===== src/sv/sensor_filter_mode_selector_macros.svh =====
// ----------------------------------------------------------------------------
// Sensor filter mode selector assertion macros
// Shared concurrent check forms, clocked on clock and disabled in reset.
// ----------------------------------------------------------------------------
`ifndef SENSOR_FILTER_MODE_SELECTOR_MACROS_SVH
`define SENSOR_FILTER_MODE_SELECTOR_MACROS_SVH

// same-cycle implication
`define SFMS_ASSERT_SAME(lbl, ante, cons) \
   lbl: assert property (@(posedge clock) disable iff (reset) (ante) |-> (cons)) \
      else $error("sfms check failed");

// next-cycle implication
`define SFMS_ASSERT_NEXT(lbl, ante, cons) \
   lbl: assert property (@(posedge clock) disable iff (reset) (ante) |=> (cons)) \
      else $error("sfms check failed");

`endif


===== src/sv/sfms_pkg.sv =====
// ----------------------------------------------------------------------------
// Sensor filter mode selector package
// Shared widths, codes, transaction types and the level classifier.
// ----------------------------------------------------------------------------
`default_nettype none

package sfms_pkg;

   localparam int SAMPLE_BITS   = 12;
   localparam int CFG_BITS      = 12;
   localparam int CMD_BITS      = 8;
   localparam int CSR_ADDR_BITS = 3;
   localparam int AVG_LOG2_DEF  = 3;
   localparam int REQ_DATA_BITS = 24;
   localparam int RSP_DATA_BITS = 32;

   localparam logic [CMD_BITS-1:0] SINGLE_CMD = 8'hFF;

   typedef enum logic [1:0] {
      WIPER_OFF      = 2'd0,
      WIPER_INTERVAL = 2'd1,
      WIPER_LOW      = 2'd2,
      WIPER_HIGH     = 2'd3
   } mode_type;

   typedef enum logic [CSR_ADDR_BITS-1:0] {
      CSR_SAMPLE_FLOOR   = 3'd0,
      CSR_SAMPLE_CEILING = 3'd1,
      CSR_JUMP_LIMIT     = 3'd2,
      CSR_LEVEL_OFF_INT  = 3'd3,
      CSR_LEVEL_INT_LOW  = 3'd4,
      CSR_LEVEL_LOW_HIGH = 3'd5
   } csr_idx_type;

   typedef struct packed {
      logic [CFG_BITS-1:0] level_low_high;
      logic [CFG_BITS-1:0] level_int_low;
      logic [CFG_BITS-1:0] level_off_int;
      logic [CFG_BITS-1:0] jump_limit;
      logic [CFG_BITS-1:0] sample_ceiling;
      logic [CFG_BITS-1:0] sample_floor;
   } cfg_type;

   // last member sits in the lowest bits
   typedef struct packed {
      logic                   send_slot;
      mode_type               host_mode;
      logic                   host_control;
      logic                   remote_stuck;
      logic                   link_fault;
      logic                   btn_single;
      logic                   btn_toggle;
      logic [SAMPLE_BITS-1:0] adc_sample;
   } req_item_type;

   typedef struct packed {
      logic                   trigger_pending;
      logic [CMD_BITS-1:0]    command_byte;
      logic                   command_valid;
      logic [SAMPLE_BITS-1:0] filtered_level;
      logic                   fault_now;
      logic                   manual_on;
      mode_type               wiper_mode;
   } rsp_item_type;

   typedef struct packed {
      logic                   fault;
      logic [SAMPLE_BITS-1:0] level;
   } filt_status_type;

   function automatic mode_type classify(input logic [SAMPLE_BITS-1:0] level,
                                         input cfg_type cfg);
      mode_type m;
      if (level < cfg.level_off_int) begin
         m = WIPER_OFF;
      end else if (level < cfg.level_int_low) begin
         m = WIPER_INTERVAL;
      end else if (level < cfg.level_low_high) begin
         m = WIPER_LOW;
      end else begin
         m = WIPER_HIGH;
      end
      return m;
   endfunction

endpackage

`default_nettype wire


===== src/sv/sensor_filter_mode_selector.sv =====
// Accepted requests go to the input stage, then to the result register that
// drives rsp_tvalid; one transaction per cycle unless rsp_tready stalls. The
// two registers decouple the sides, so req_tready stays high as results move.
// Reset (synchronous, active high) clears control state, the filter line
// and sum, and loads the configuration registers with their defaults.
// ----------------------------------------------------------------------------
// Sensor filter mode selector top level
// Input stage, filter, mode selector, result register and config registers.
// ----------------------------------------------------------------------------
`default_nettype none
`include "sensor_filter_mode_selector_macros.svh"

module sensor_filter_mode_selector #(
   parameter int AVG_LOG2 = sfms_pkg::AVG_LOG2_DEF
) (
   input  wire                                    clock,
   input  wire                                    reset,
   // adc_sample[11:0], btn_toggle, btn_single, link_fault, remote_stuck,
   // host_control, host_mode[1:0], send_slot, zero fill
   input  wire  [sfms_pkg::REQ_DATA_BITS-1:0]     req_tdata,
   input  wire                                    req_tvalid,
   output logic                                   req_tready,
   // wiper_mode[1:0], manual_on, fault_now, filtered_level[11:0],
   // command_valid, command_byte[7:0], trigger_pending, zero fill
   output logic [sfms_pkg::RSP_DATA_BITS-1:0]     rsp_tdata,
   output logic                                   rsp_tvalid,
   input  wire                                    rsp_tready,
   input  wire                                    csr_we,
   input  wire  [sfms_pkg::CSR_ADDR_BITS-1:0]     csr_addr,
   input  wire  [sfms_pkg::CFG_BITS-1:0]          csr_wdata
);
   import sfms_pkg::*;

   localparam int REQ_ITEM_BITS = $bits(req_item_type);
   localparam int RSP_ITEM_BITS = $bits(rsp_item_type);

   cfg_type         cfg_ff;
   logic            s1_valid_ff;
   req_item_type    s1_item_ff;
   logic            rsp_valid_ff;
   rsp_item_type    rsp_item_ff;
   rsp_item_type    result;
   filt_status_type status;
   logic            advance;

   assign advance    = s1_valid_ff && (!rsp_valid_ff || rsp_tready);
   assign req_tready = !s1_valid_ff || advance;
   assign rsp_tvalid = rsp_valid_ff;
   assign rsp_tdata  = {{(RSP_DATA_BITS-RSP_ITEM_BITS){1'b0}}, rsp_item_ff};

   always_ff @(posedge clock) begin
      if (reset) begin
         cfg_ff.sample_floor   <= CFG_BITS'(100);
         cfg_ff.sample_ceiling <= CFG_BITS'(4000);
         cfg_ff.jump_limit     <= CFG_BITS'(500);
         cfg_ff.level_off_int  <= CFG_BITS'(1000);
         cfg_ff.level_int_low  <= CFG_BITS'(2000);
         cfg_ff.level_low_high <= CFG_BITS'(3000);
      end else if (csr_we) begin
         unique case (csr_idx_type'(csr_addr))
            CSR_SAMPLE_FLOOR:   cfg_ff.sample_floor   <= csr_wdata;
            CSR_SAMPLE_CEILING: cfg_ff.sample_ceiling <= csr_wdata;
            CSR_JUMP_LIMIT:     cfg_ff.jump_limit     <= csr_wdata;
            CSR_LEVEL_OFF_INT:  cfg_ff.level_off_int  <= csr_wdata;
            CSR_LEVEL_INT_LOW:  cfg_ff.level_int_low  <= csr_wdata;
            CSR_LEVEL_LOW_HIGH: cfg_ff.level_low_high <= csr_wdata;
            default: ;
         endcase
      end
   end

   always_ff @(posedge clock) begin
      if (reset) begin
         s1_valid_ff  <= 1'b0;
         rsp_valid_ff <= 1'b0;
      end else begin
         if (req_tvalid && req_tready) begin
            s1_valid_ff <= 1'b1;
         end else if (advance) begin
            s1_valid_ff <= 1'b0;
         end
         if (advance) begin
            rsp_valid_ff <= 1'b1;
         end else if (rsp_tready) begin
            rsp_valid_ff <= 1'b0;
         end
      end
   end

   always_ff @(posedge clock) begin
      if (req_tvalid && req_tready) begin
         s1_item_ff <= req_item_type'(req_tdata[REQ_ITEM_BITS-1:0]);
      end
      if (advance) begin
         rsp_item_ff <= result;
      end
   end

   sfms_filter #(
      .AVG_LOG2 (AVG_LOG2)
   ) u_filter (
      .clock   (clock),
      .reset   (reset),
      .advance (advance),
      .item    (s1_item_ff),
      .cfg     (cfg_ff),
      .status  (status)
   );

   sfms_mode u_mode (
      .clock   (clock),
      .reset   (reset),
      .advance (advance),
      .item    (s1_item_ff),
      .cfg     (cfg_ff),
      .status  (status),
      .result  (result)
   );

   `SFMS_ASSERT_SAME(a_fault_forces_off, rsp_valid_ff && rsp_item_ff.fault_now, rsp_item_ff.wiper_mode == WIPER_OFF)
   `SFMS_ASSERT_SAME(a_no_cmd_zero, rsp_valid_ff && !rsp_item_ff.command_valid, rsp_item_ff.command_byte == '0)
   `SFMS_ASSERT_SAME(a_single_manual, rsp_valid_ff && (rsp_item_ff.command_byte == SINGLE_CMD), rsp_item_ff.manual_on && !rsp_item_ff.trigger_pending)
   `SFMS_ASSERT_NEXT(a_advance_gives_rsp, advance, rsp_valid_ff)

endmodule

`default_nettype wire


===== src/sv/sfms_filter.sv =====
// ----------------------------------------------------------------------------
// Sensor filter
// Range and jump fault check, boxcar moving average over a shift line.
// ----------------------------------------------------------------------------
`default_nettype none
`include "sensor_filter_mode_selector_macros.svh"

module sfms_filter #(
   parameter int AVG_LOG2 = sfms_pkg::AVG_LOG2_DEF
) (
   input  wire                      clock,
   input  wire                      reset,
   input  wire                      advance,
   input  sfms_pkg::req_item_type   item,
   input  sfms_pkg::cfg_type        cfg,
   output sfms_pkg::filt_status_type status
);
   import sfms_pkg::*;

   localparam int RING_DEPTH = 1 << AVG_LOG2;
   localparam int SUM_W      = SAMPLE_BITS + AVG_LOG2;

   logic [SAMPLE_BITS-1:0] prev_ff;
   logic [SAMPLE_BITS-1:0] level_ff;
   logic [SAMPLE_BITS-1:0] level_in;
   logic [SUM_W-1:0]       sum_ff;
   logic [SUM_W-1:0]       sum_in;
   logic [SAMPLE_BITS-1:0] ring_ff [RING_DEPTH];
   logic [SAMPLE_BITS-1:0] sample;
   logic [SAMPLE_BITS-1:0] delta;
   logic                   healthy;
   logic                   stable;
   logic                   fault;

   assign sample  = item.adc_sample;
   assign healthy = (sample >= cfg.sample_floor) && (sample <= cfg.sample_ceiling);
   assign delta   = (sample > prev_ff) ? (sample - prev_ff) : (prev_ff - sample);
   assign stable  = delta <= cfg.jump_limit;
   assign fault   = !healthy || !stable || item.link_fault || item.remote_stuck;

   assign sum_in   = sum_ff + SUM_W'(sample) - SUM_W'(ring_ff[RING_DEPTH-1]);
   assign level_in = fault ? level_ff : sum_in[AVG_LOG2 +: SAMPLE_BITS];

   assign status.fault = fault;
   assign status.level = level_in;

   always_ff @(posedge clock) begin
      if (reset) begin
         prev_ff  <= '0;
         level_ff <= '0;
         sum_ff   <= '0;
         for (int i = 0; i < RING_DEPTH; i++) begin
            ring_ff[i] <= '0;
         end
      end else if (advance) begin
         prev_ff <= sample;
         if (!fault) begin
            level_ff   <= level_in;
            sum_ff     <= sum_in;
            ring_ff[0] <= sample;
            for (int i = 1; i < RING_DEPTH; i++) begin
               ring_ff[i] <= ring_ff[i-1];
            end
         end
      end
   end

   `SFMS_ASSERT_NEXT(a_fault_freezes_sum, advance && fault, $stable(sum_ff))
   `SFMS_ASSERT_NEXT(a_fault_freezes_level, advance && fault, $stable(level_ff))
   `SFMS_ASSERT_NEXT(a_idle_holds_sum, !advance, $stable(sum_ff) && $stable(prev_ff))

endmodule

`default_nettype wire


===== src/sv/sfms_mode.sv =====
// ----------------------------------------------------------------------------
// Mode selector
// Manual/auto control, single trigger arming and command byte generation.
// ----------------------------------------------------------------------------
`default_nettype none

module sfms_mode (
   input  wire                       clock,
   input  wire                       reset,
   input  wire                       advance,
   input  sfms_pkg::req_item_type    item,
   input  sfms_pkg::cfg_type         cfg,
   input  sfms_pkg::filt_status_type status,
   output sfms_pkg::rsp_item_type    result
);
   import sfms_pkg::*;

   logic     manual_ff;
   logic     manual_in;
   logic     pending_ff;
   logic     pending_in;
   logic     armed;
   mode_type mode_ff;
   mode_type mode_in;
   logic     single_cmd;

   always_comb begin
      manual_in = manual_ff ^ item.btn_toggle;
      armed     = pending_ff || (item.btn_single && manual_in);
      mode_in   = mode_ff;
      if (status.fault || (item.btn_toggle && manual_in)) begin
         mode_in = WIPER_OFF;
      end
      if (!status.fault && !manual_in) begin
         mode_in = item.host_control ? item.host_mode : classify(status.level, cfg);
      end
      single_cmd = item.send_slot && manual_in && armed;
      pending_in = armed && !single_cmd;
   end

   always_comb begin
      result.wiper_mode      = mode_in;
      result.manual_on       = manual_in;
      result.fault_now       = status.fault;
      result.filtered_level  = status.level;
      result.command_valid   = item.send_slot;
      result.trigger_pending = pending_in;
      if (single_cmd) begin
         result.command_byte = SINGLE_CMD;
      end else if (item.send_slot) begin
         result.command_byte = CMD_BITS'(mode_in);
      end else begin
         result.command_byte = '0;
      end
   end

   always_ff @(posedge clock) begin
      if (reset) begin
         manual_ff  <= 1'b0;
         pending_ff <= 1'b0;
         mode_ff    <= WIPER_OFF;
      end else if (advance) begin
         manual_ff  <= manual_in;
         pending_ff <= pending_in;
         mode_ff    <= mode_in;
      end
   end

endmodule

`default_nettype wire

===== config.mk =====
export PLATFORM = sky130hd
export DESIGN_NAME = sensor_filter_mode_selector
export DESIGN_NICKNAME = d
export VERILOG_FILES = /design/src/sv/sfms_pkg.sv /design/src/sv/sensor_filter_mode_selector.sv /design/src/sv/sfms_filter.sv /design/src/sv/sfms_mode.sv
export VERILOG_INCLUDE_DIRS = /design/src /design/src/sv
export SDC_FILE = /design/constraint.sdc
export NUM_CORES = 1
export LEC_CHECK = 0
export BUFFER_PORTS_ARGS = -buffer_cell sky130_fd_sc_hd__buf_2
export CAP_MARGIN = 20
export CORE_MARGIN = 2
export CORE_UTILIZATION = 35
export DETAILED_ROUTE_END_ITERATION = 16
export GPL_TIMING_DRIVEN = 0
export HOLD_SLACK_MARGIN = 0.03
export PLACE_DENSITY = 0.5
export SKIP_CTS_REPAIR_TIMING = 1
export SLEW_MARGIN = 20
export SYNTH_ARGS = -nofsm -noshare
export SYNTH_HDL_FRONTEND = slang
export SYNTH_HIERARCHICAL = 1
export SYNTH_SLANG_ARGS = --single-unit

===== constraint.sdc =====
create_clock -name clock -period 19.5 [get_ports clock]
set_clock_uncertainty 0.2 [all_clocks]
set_input_delay 0.975 -clock clock [delete_from_list [all_inputs] [get_ports clock]]
set_output_delay 0.975 -clock clock [all_outputs]
set_load 0.1 [all_outputs]

==> results.toml, run 1 <==
[clock_tree]
path_clk_slew_ns = 0.06
numClockSinks = 259
cts_buffer_depth = 3
cts_tree = "done"
cts-htree-levels = 1
cts_made_buffers = 31
cts_root_buffer = "clkbuf_16"
insertion_delay_ns = 0.56

[floorplan]
coreArea_um2 = 38600
num_rows = 72
die_x_um = 202
die_area_um2 = 40800
die-height_um = 202
boundaryPins = 78
initial_utilization_pct = 35.5

[worst_setup_path]
cp-endpoint = "rsp_tdata[17]"
start_kind = "register"
ff2ff_setup_slack_ns = 11.83
cp.arrival_ns = 7.90
cp_data_required_time_ns = 19.73
cp-end-kind = "register"
reg2regPathDepth = 26
r2r_start = "s1_item_ff[6]"
worstSetupStartpoint = "s1_item_ff[6]"
crit_type = "reg -> reg"
reg2reg_to = "rsp_tdata[17]"
critPathMaxFanout = 10

[timing]
period_share_pct = 39.3
report.final.slew_viol_count = 0
worstMarginPinSlew_ns = 0.842
fin_crit_ns = 7.67
finalSetupTns_ns = 0
rsz0062_at_grt = "false"
fmax_mhz = 130
setup_violations = 0
hold_viol = 0
maxSlewHeadroom_pct = 43.6

[detailed_routing]
postRouteAntennaNets = 0
vias = 8845
drt-wirelength-per-cell_um = 16.4
routed_wl_mm = 31.2
drt_first_pass_iters = 5
routed_via_density = 4.63
drt-initial-drc-count = 476
drcViolationCount = 0

[logic_synthesis]
netlist_instances = 1262
syn-cell-area_um2 = 13700
ys_seq_area_share_pct = 48.2
synth_compound_area_share_pct = 8.19
synth_fa_ha_area_share_pct = 11.9
syn_avg_cell_area_um2 = 10.9
synth_mux_area_share_pct = 8.35
ys.flop_type = "edfxtp_1"
synth.distinct_cells = 72
yosysWarnings = 6
synth_top_family_by_area = "simple AND/OR/NAND/NOR gates"
synth-simple-area-share_pct = 14.7
synth_seq_cells = 259
async_reset_ff_share_pct = 0
synth_edf_count = 142
synth-xor-area-share_pct = 1.47

[placement]
io_buffer_count = 65
gp_congestion = 0.834
dpl_cell_area_um2 = 14800
hpwl_mm = 23.1

[finish]
area_delta_synth_final_pct = 15.2
drive_above_1_share_pct = 13.7
antenna_cells = 0
final_nets = 1533
final_cell_area_um2 = 15800

[global_route]
grt_pass1_vias = 8554
grt_overflow = 0
grt_use_total_pct = 15.3
grt_max_degree = 57
antenna_found_initial = 0
grt_pass1_wl_mm = 48.6

[pwr]
clockPowerShare_pct = 41.8
p_leak_nw = 6.92
p_switching_mw = 0.372
p_int_mw = 1.04
combPwrFrac_pct = 15.0
p_sw_share_pct = 26.3
power.density_nw_per_um2 = 89.4
vdd_drop_max_mv = 0.0560
pwr-share-seq_pct = 43.2

[min_path]
hp-start = "s1_valid_ff"
hold_path.class = "reg -> reg"

[flow_run]
drv_cap = 0

[status]
status = "finished, final reports clean"
## state kept, by name, indices dropped and copies added, names as in the netlist
name and flops:
s1_item_ff 20, u_filter/ring_ff 96, rsp_tdata 26, u_mode/manual_ff 1, u_filter/level_ff 12, s1_valid_ff 1
u_filter/sum_ff 15, u_mode/mode_ff 2, u_mode/pending_ff 1, u_filter/prev_ff 12, cfg_ff 72, rsp_tvalid 1
## cell usage after synthesis (3+ instances only)
| cell | count | area share [%] |
|---|---|---|
| edfxtp_1 | 142 | 31 |
| inv_1 | 141 | 3.9 |
| dfxtp_1 | 117 | 17 |
| nor2_1 | 109 | 3.0 |
| ha_1 | 108 | 9.9 |
| mux2i_1 | 102 | 7.4 |
| and2_1 | 75 | 3.4 |
| nand2b_1 | 61 | 2.8 |
| a21oi_1 | 53 | 1.9 |
| nor2b_1 | 35 | 1.6 |
| buf_4 | 29 | 1.6 |
| clkbuf_1 | 29 | 0.79 |
| o21ai_0 | 19 | 0.69 |
| a21o_1 | 18 | 0.99 |
| o21a_1 | 18 | 0.99 |
| nand2_1 | 17 | 0.47 |
| fa_1 | 14 | 2.0 |
| nor3_1 | 14 | 0.51 |
| xnor2_1 | 14 | 0.89 |
| nand4_1 | 12 | 0.55 |
| mux2_2 | 11 | 0.90 |
| nand3_1 | 11 | 0.40 |
| buf_2 | 9 | 0.33 |
| xor2_1 | 9 | 0.57 |
| a211oi_1 | 7 | 0.38 |
| a31oi_1 | 7 | 0.32 |
| buf_6 | 7 | 0.57 |
| o211ai_1 | 5 | 0.27 |
| a211o_1 | 4 | 0.26 |
| and3_1 | 4 | 0.18 |
| nand4bb_1 | 3 | 0.25 |
| nor3b_1 | 3 | 0.16 |
| o31ai_1 | 3 | 0.16 |
| o41ai_1 | 3 | 0.19 |
| or2_2 | 3 | 0.14 |
## placed cells by master (no fill, tap or decap), types with 17 or more instances in the layout
cell / n
edfxtp_1: 142
inv_1: 141
dfxtp_1: 117
nor2_1: 109
ha_1: 108
mux2i_1: 102
buf_2: 74
and2_1: 73
nand2b_1: 61
a21oi_1: 53
clkbuf_1: 37
nor2b_1: 35
clkbuf_16: 31
buf_4: 29
o21ai_0: 19
o21a_1: 18
a21o_1: 18
nand2_1: 17
## how the worst min path moves through the flow
stage / cells past startpoint / end
after CTS: 2 / rsp_tvalid
final: 2 / rsp_tvalid
after global placement: 2 / rsp_tvalid
after detailed placement: 2 / rsp_tvalid
after floorplan: 2 / rsp_tvalid
after global routing: 2 / cfg_ff[38]
## logic make-up (layout without fill, tap and decap cells)
group	Yosys count	in the layout
compound gates	165	165
xor+xnor	23	23
fa+ha+maj	122	122
buf+inv	217	341
flops	259	259
mux	113	113
other cells	1	6
simple gates	362	362
## stage by stage
| step | util, % | std cells | hold slack, ns | power (mW) | setup WS [ns] |
|---|---|---|---|---|---|
| 6_report | 40.9 | 1909 | 0.257 | 1.41 | 11.83 |
| 4_1_cts | 40.9 | 1909 | 0.262 | 1.43 | 11.78 |
| 5_1_grt | 40.9 | 1909 | 0.287 | 1.48 | 11.34 |
| 3_3_place_gp | 38.0 | 1850 | 0.243 | 0.830 | 11.90 |
| 2_1_floorplan | - | 1267 | 0.234 | 0.778 | 13.38 |
| 3_5_place_dp | 38.2 | 1852 | 0.252 | 0.834 | 11.83 |
## layer usage
metal / vias up / part of all wire, % / GRT usage (%)
met1: 4171 / 49 / 21.9
met2: 134 / 45 / 24.3
met5: - / 0 / 0
met4: 0 / 1.7 / 4.02
met3: 35 / 3.8 / 2.29
li1: 4505 / - / -
## cell type report
class                   count  area, um2
clock buffers              41        833
repair buffers             67        373
flip-flops and latches    259       6610
multi-input cells         791       6140
clock inverters            16        209
inverters                 141        529
well taps                 518        648
fillers                  3770      22800
plain buffers              76        459
## critical path, stage by stage, from the launching register on
cell       delay [ns]
edfxtp_1         0.57
inv_1            0.24
ha_1             0.33
clkbuf_1         0.27
nand2_1          0.13
nor4_1           0.48
a31oi_1          0.15
a21o_1           0.20
clkbuf_1         0.23
or2_2            0.35
nand3_1          0.10
xor2_1           0.20
ha_1             0.27
a21oi_1          0.15
nor2b_1          0.06
o21ai_0          0.24
a31oi_2          0.21
nor4b_4          0.62
buf_2            0.35
mux2_2           0.43
ha_1             0.36
a21oi_4          0.16
o211ai_1         0.16
a211oi_2         0.37
a211oi_2         0.09
a2111oi_2        0.43
o21a_1           0.18
## power by group through the flow
stage | Sequential (mW) | Combinational (mW) | Clock [mW]
6_report | 0.611 | 0.211 | 0.591
5_1_grt | 0.613 | 0.234 | 0.632
2_1_floorplan | 0.638 | 0.140 | 0
3_5_place_dp | 0.623 | 0.211 | 0
4_1_cts | 0.611 | 0.212 | 0.610
3_3_place_gp | 0.623 | 0.207 | 0
(Power assumes the default switching activity.)
==> inputs of run 2 (changes only) <==
clock period = 7.3 ns   (was 19.5 ns; I/O delays follow)
==> run 2 against run 1 <==
Effect of this change: non-clock buffer count grew 58; critical path type unchanged; highest routed layer unchanged; largest cell class unchanged; first-iteration DRC count shrank 18%; final area grew 3.4%; via count grew 3.0%; global-route usage is the same; utilization grew 1.4 points.
==> results.toml, run 2 (synthesis results as in run 1) <==
[worst_setup_path]
max_stage_delay_ns = 0.48
worstSetupStartpoint = "s1_item_ff[0]"
crit_slowest_cell = "edfxtp_1"
crit_type = "reg -> reg"
cp-end-kind = "register"
cp_data_required_time_ns = 7.41
cp.arrival_ns = 7.03
critPathMaxFanout = 10
r2r_start = "s1_item_ff[0]"
start_kind = "register"

[floorplan]
boundaryPins = 78
coreArea_um2 = 38600
die_x_um = 202
die-height_um = 202
die_area_um2 = 40800
num_rows = 72
initial_utilization_pct = 35.5

[pwr]
power.density_nw_per_um2 = 233
vdd_drop_max_mv = 0.150
p_leak_nw = 7.18
power_mw = 3.80

[finish]
final_cell_mix = "edfxtp_1, inv_1, dfxtp_1"
mostFrequentLayoutCell = "edfxtp_1"
antenna_cells = 0
final_nets = 1591
largest_register_ffs = 96
largest-register = "u_filter/ring_ff"
area_delta_synth_final_pct = 19.1
final_cell_area_um2 = 16300
drive_above_1_share_pct = 15.2

[detailed_routing]
routed_wl_mm = 31.7
drt-wirelength-per-cell_um = 16.1
drcViolationCount = 0
drt-initial-drc-count = 390
drt_first_pass_iters = 7
postRouteAntennaNets = 0
routed_via_density = 4.63
vias = 9113

[timing]
rsz0062_at_grt = "false"
setup_violations = 0
worstMarginPinSlew_ns = 0.831
whs_ns = 0.0210
report.final.slew_viol_count = 0
fmax_mhz = 145
maxSlewHeadroom_pct = 44.4
fin_crit_ns = 6.92
hold_viol = 0
period_share_pct = 94.8

[global_route]
grt_max_degree = 57
grt_use_total_pct = 15.3
grt_overflow = 0
antenna_found_initial = 0
grt_pass1_wl_mm = 48.6
grt_pass1_vias = 8554

[clock_tree]
cts_made_buffers = 31
cts_buffer_depth = 3
numClockSinks = 259
cts_root_buffer = "clkbuf_16"
cts_tree = "done"
insertion_delay_ns = 0.56
path_clk_slew_ns = 0.06
cts-htree-levels = 1

[flow_run]
drv_cap = 0

[status]
status = "finished, final reports clean"

[placement]
gp_congestion = 0.834
dpl_cell_area_um2 = 14800
io_buffer_count = 65
hpwl_mm = 23.1

[min_path]
hp-start = "csr_addr[0]"
hold_path.class = "in -> reg"
run 2: cell types whose count changed in the layout (fill, tap and decap cells not counted), moves of 2 or more:
cell,before,now
dlygate4sd3_1,0,34
buf_4,29,54
clkbuf_1,37,34
clkbuf_2,1,3
run 2: power breakdown:
| group | internal, mW | leakage [nW] | switching, mW | total [mW] |
|---|---|---|---|---|
| combinational | 0.230 | 4.30 | 0.366 | 0.596 |
| sequential | 1.60 | 2.39 | 0.0284 | 1.63 |
| clock | 0.973 | 0.501 | 0.603 | 1.58 |
run 2: stage by stage:
stage	worst slack (ns)	util (%)	std cells	TNS, ns
4_1_cts	-0.420	40.9	1909	-1.28
3_3_place_gp	-0.295	38.0	1850	-22.74
2_1_floorplan	1.18	-	1267	0
6_report	0.382	42.3	1967	0
3_5_place_dp	-0.371	38.2	1852	-1.08
5_1_grt	0.00119	42.3	1967	0
run 2: path summary, 6_finish.rpt:
path | end | slack [ns] | cells after the start
worst max-delay path | rsp_tdata[17] | 0.38 | 28
worst min-delay path | cfg_ff[8] | 0.02 | 3
worst max register to register | rsp_tdata[17] | 0.38 | 28
worst min register to register | rsp_tvalid | 0.26 | 2
run 2: worst max-delay path, delay by kind of cell (launching register included):
family          cells  cell delay, ns
compound gates     11            2.39
fa+ha+maj           4            1.17
simple gates        6            0.98
buf+inv             5            0.84
flops               1            0.48
mux                 1            0.42
xor+xnor            1            0.20
run 2: per-layer routing:
metal  vias up  part of all wire (%)  global-route usage, %
met5         -                     0                      0
met1      4328                    49                   21.9
met3        35                   3.6                   2.29
li1       4623                     -                      -
met2       127                    46                   24.3
met4         0                   1.7                   4.02
run 2: final cells by class:
class                           count  area [um2]
Clock inverter                     16         209
Inverter                          141         529
Fill cell                        3751       22300
Multi-Input combinational cell    791        6150
Clock buffer                       41         833
Tap cell                          518         648
Buffer                             75         460
Sequential cell                   259        6610
Timing Repair Buffer              126         901
==> inputs of run 3 (changes only) <==
ABC_AREA = 1   (was unset)
SETUP_SLACK_MARGIN = 0.4   (was unset)
clock period = 7 ns   (was 7.3 ns; I/O delays follow)
==> run 3 against run 2 <==
Effect of this change: utilization shrank 0.52 points; area after synthesis up 6.6%; sequential share of layout area fell by 1.9 points; setup slack better by 0.68 ns; via count up 19%; register-to-register slack improved by 0.68 ns; die area up 6.5%; maximum frequency is 17% higher; total power rose by 5.1%; largest cell class unchanged; largest power group unchanged; highest routed layer unchanged.
==> results.toml, run 3 <==
[status]
status = "finished, final reports clean"

[clock_tree]
cts_root_buffer = "clkbuf_16"
cts_tree = "done"
insertion_delay_ns = 0.56
path_clk_slew_ns = 0.06
cts_made_buffers = 30
numClockSinks = 259
cts_buffer_depth = 3
cts-htree-levels = 1

[pwr]
power_mw = 3.99
p_leak_nw = 8.26
power.density_nw_per_um2 = 233
vdd_drop_max_mv = 0.164

[placement]
hpwl_mm = 25.3
post-place-ws_ns = 0.778
place_inst = 2324
dpl_cell_area_um2 = 15700
gp_congestion = 0.876
io_buffer_count = 67

[worst_setup_path]
cp.arrival_ns = 6.06
crit_slowest_cell = "edfxtp_1"
cp_common_cell = "nand2_1"
start_kind = "register"
cp_data_required_time_ns = 7.12
crit_type = "reg -> reg"
critPathMaxFanout = 10
max_stage_delay_ns = 0.62
cp-end-kind = "register"

[timing]
worstMarginPinSlew_ns = 1.00
period_share_pct = 84.8
finalSetupTns_ns = 0
maxSlewHeadroom_pct = 33.0
fin_crit_ns = 5.93
rsz0062_at_grt = "false"
fmax_mhz = 168
hold_viol = 0
worst_slack_ns = 1.07
setup_violations = 0
report.final.slew_viol_count = 0

[logic_synthesis]
synth_top_area_share_pct = 29.2
synth_edf_count = 142
synthTopCellsByArea = "edfxtp_1, dfxtp_1, nand2_1"
ys.flop_type = "edfxtp_1"
yosysWarnings = 6
syn_avg_cell_area_um2 = 8.51
synth_seq_cells = 259
synth_common_cells = "nand2_1, inv_1, nor2_1"
syn-cell-area_um2 = 14600
synth_top_area_cell = "edfxtp_1"
synth.most_common_cell = "nand2_1"
synth.distinct_cells = 37
async_reset_ff_share_pct = 0
ys_seq_area_share_pct = 45.2
netlist_instances = 1718

[global_route]
grt_max_degree = 51
grt_pass1_vias = 10300
grt_use_total_pct = 15.5
grt_overflow = 0
grt_pass1_wl_mm = 53.9
antenna_found_initial = 0

[finish]
area_delta_synth_final_pct = 17.1
final_cell_area_um2 = 17100
mostFrequentLayoutCell = "nand2_1"
largest_register_ffs = 96
final_cell_mix = "nand2_1, inv_1, nor2_1"
instances_no_fill = 2423
antenna_cells = 0
drive_above_1_share_pct = 14.6
largest-register = "u_filter/ring_ff"
final_nets = 2033
nFillCells = 4150
multi_input_area_um2 = 6230
register_area_um2 = 6610

[flow_run]
drv_cap = 0

[floorplan]
die-height_um = 208
die_x_um = 208
coreArea_um2 = 41000
die_area_um2 = 43400
boundaryPins = 78
num_rows = 74
initial_utilization_pct = 35.6

[detailed_routing]
drt_first_pass_iters = 5
routed_wl_mm = 33.2
drt-initial-drc-count = 640
vias = 10800
drcViolationCount = 0
drt-wirelength-per-cell_um = 13.7
postRouteAntennaNets = 0
routed_via_density = 4.46

[min_path]
hold_path.class = "in -> reg"
==> run 3: per-stage QoR <==
step | hold slack [ns] | utilization, %
3_5_place_dp | 0.245 | 38.3
6_report | 0.0371 | 41.7
3_3_place_gp | 0.242 | 38.1
2_1_floorplan | 0.219 | -
4_1_cts | -0.280 | 40.7
5_1_grt | 0.0405 | 41.7
==> run 3: layer usage <==
| metal | track usage [%] | part of all wire [%] | vias to the layer above |
|---|---|---|---|
| met5 | 0 | 0 | - |
| met4 | 3.82 | 1.9 | 0 |
| met3 | 2.13 | 4.1 | 48 |
| met2 | 24.3 | 44 | 175 |
| met1 | 22.4 | 50 | 4967 |
| li1 | - | - | 5621 |
==> run 3: kinds of logic after synthesis <==
group | synth area share, %
AOI/OAI and AO/OA | 4.57
xor gates and xnor gates | 1.86
adders and majority gates | 11.2
buffers and inverters | 12.4
DFF | 45.2
other | 0.0256
and+or+nand+nor | 24.8
==> run 3: power breakdown <==
group          internal [mW]  switching [mW]
combinational          0.236           0.479
clock                  0.930           0.635
sequential              1.68          0.0342
total                   2.84            1.15
==> run 3: worst max-delay path: cells and delay by family (launching register included) <==
family,cells,cell delay (ns)
AO/OA/AOI/OAI,1,0.49
XOR/XNOR,1,0.16
adder cells (fa/ha/maj),3,0.99
buffers and inverters,4,0.65
flip-flops,1,0.62
AND/OR/NAND/NOR,28,2.56
==> run 3: layout make-up <==
class,count,share of cell area [%]
clock buffer,32,4.43
clock inverter,24,1.36
sequential,259,38.6
timing repair buffer,112,4.68
buffer,74,3.32
inverter,333,7.32
tap,532,3.89
multi-input combinational,1057,36.4
==> run 3: path summary, 6_finish.rpt <==
| kind | slack [ns] | startpoint | cells past startpoint | to |
|---|---|---|---|---|
| worst max register to register | 1.07 | s1_item_ff[1] | 37 | rsp_tdata[17] |
| worst min-delay path | 0.04 | csr_addr[1] | 5 | cfg_ff[36] |
| worst max-delay path | 1.07 | s1_item_ff[1] | 37 | rsp_tdata[17] |
| worst min register to register | 0.26 | cfg_ff[42] | 2 | cfg_ff[42] |
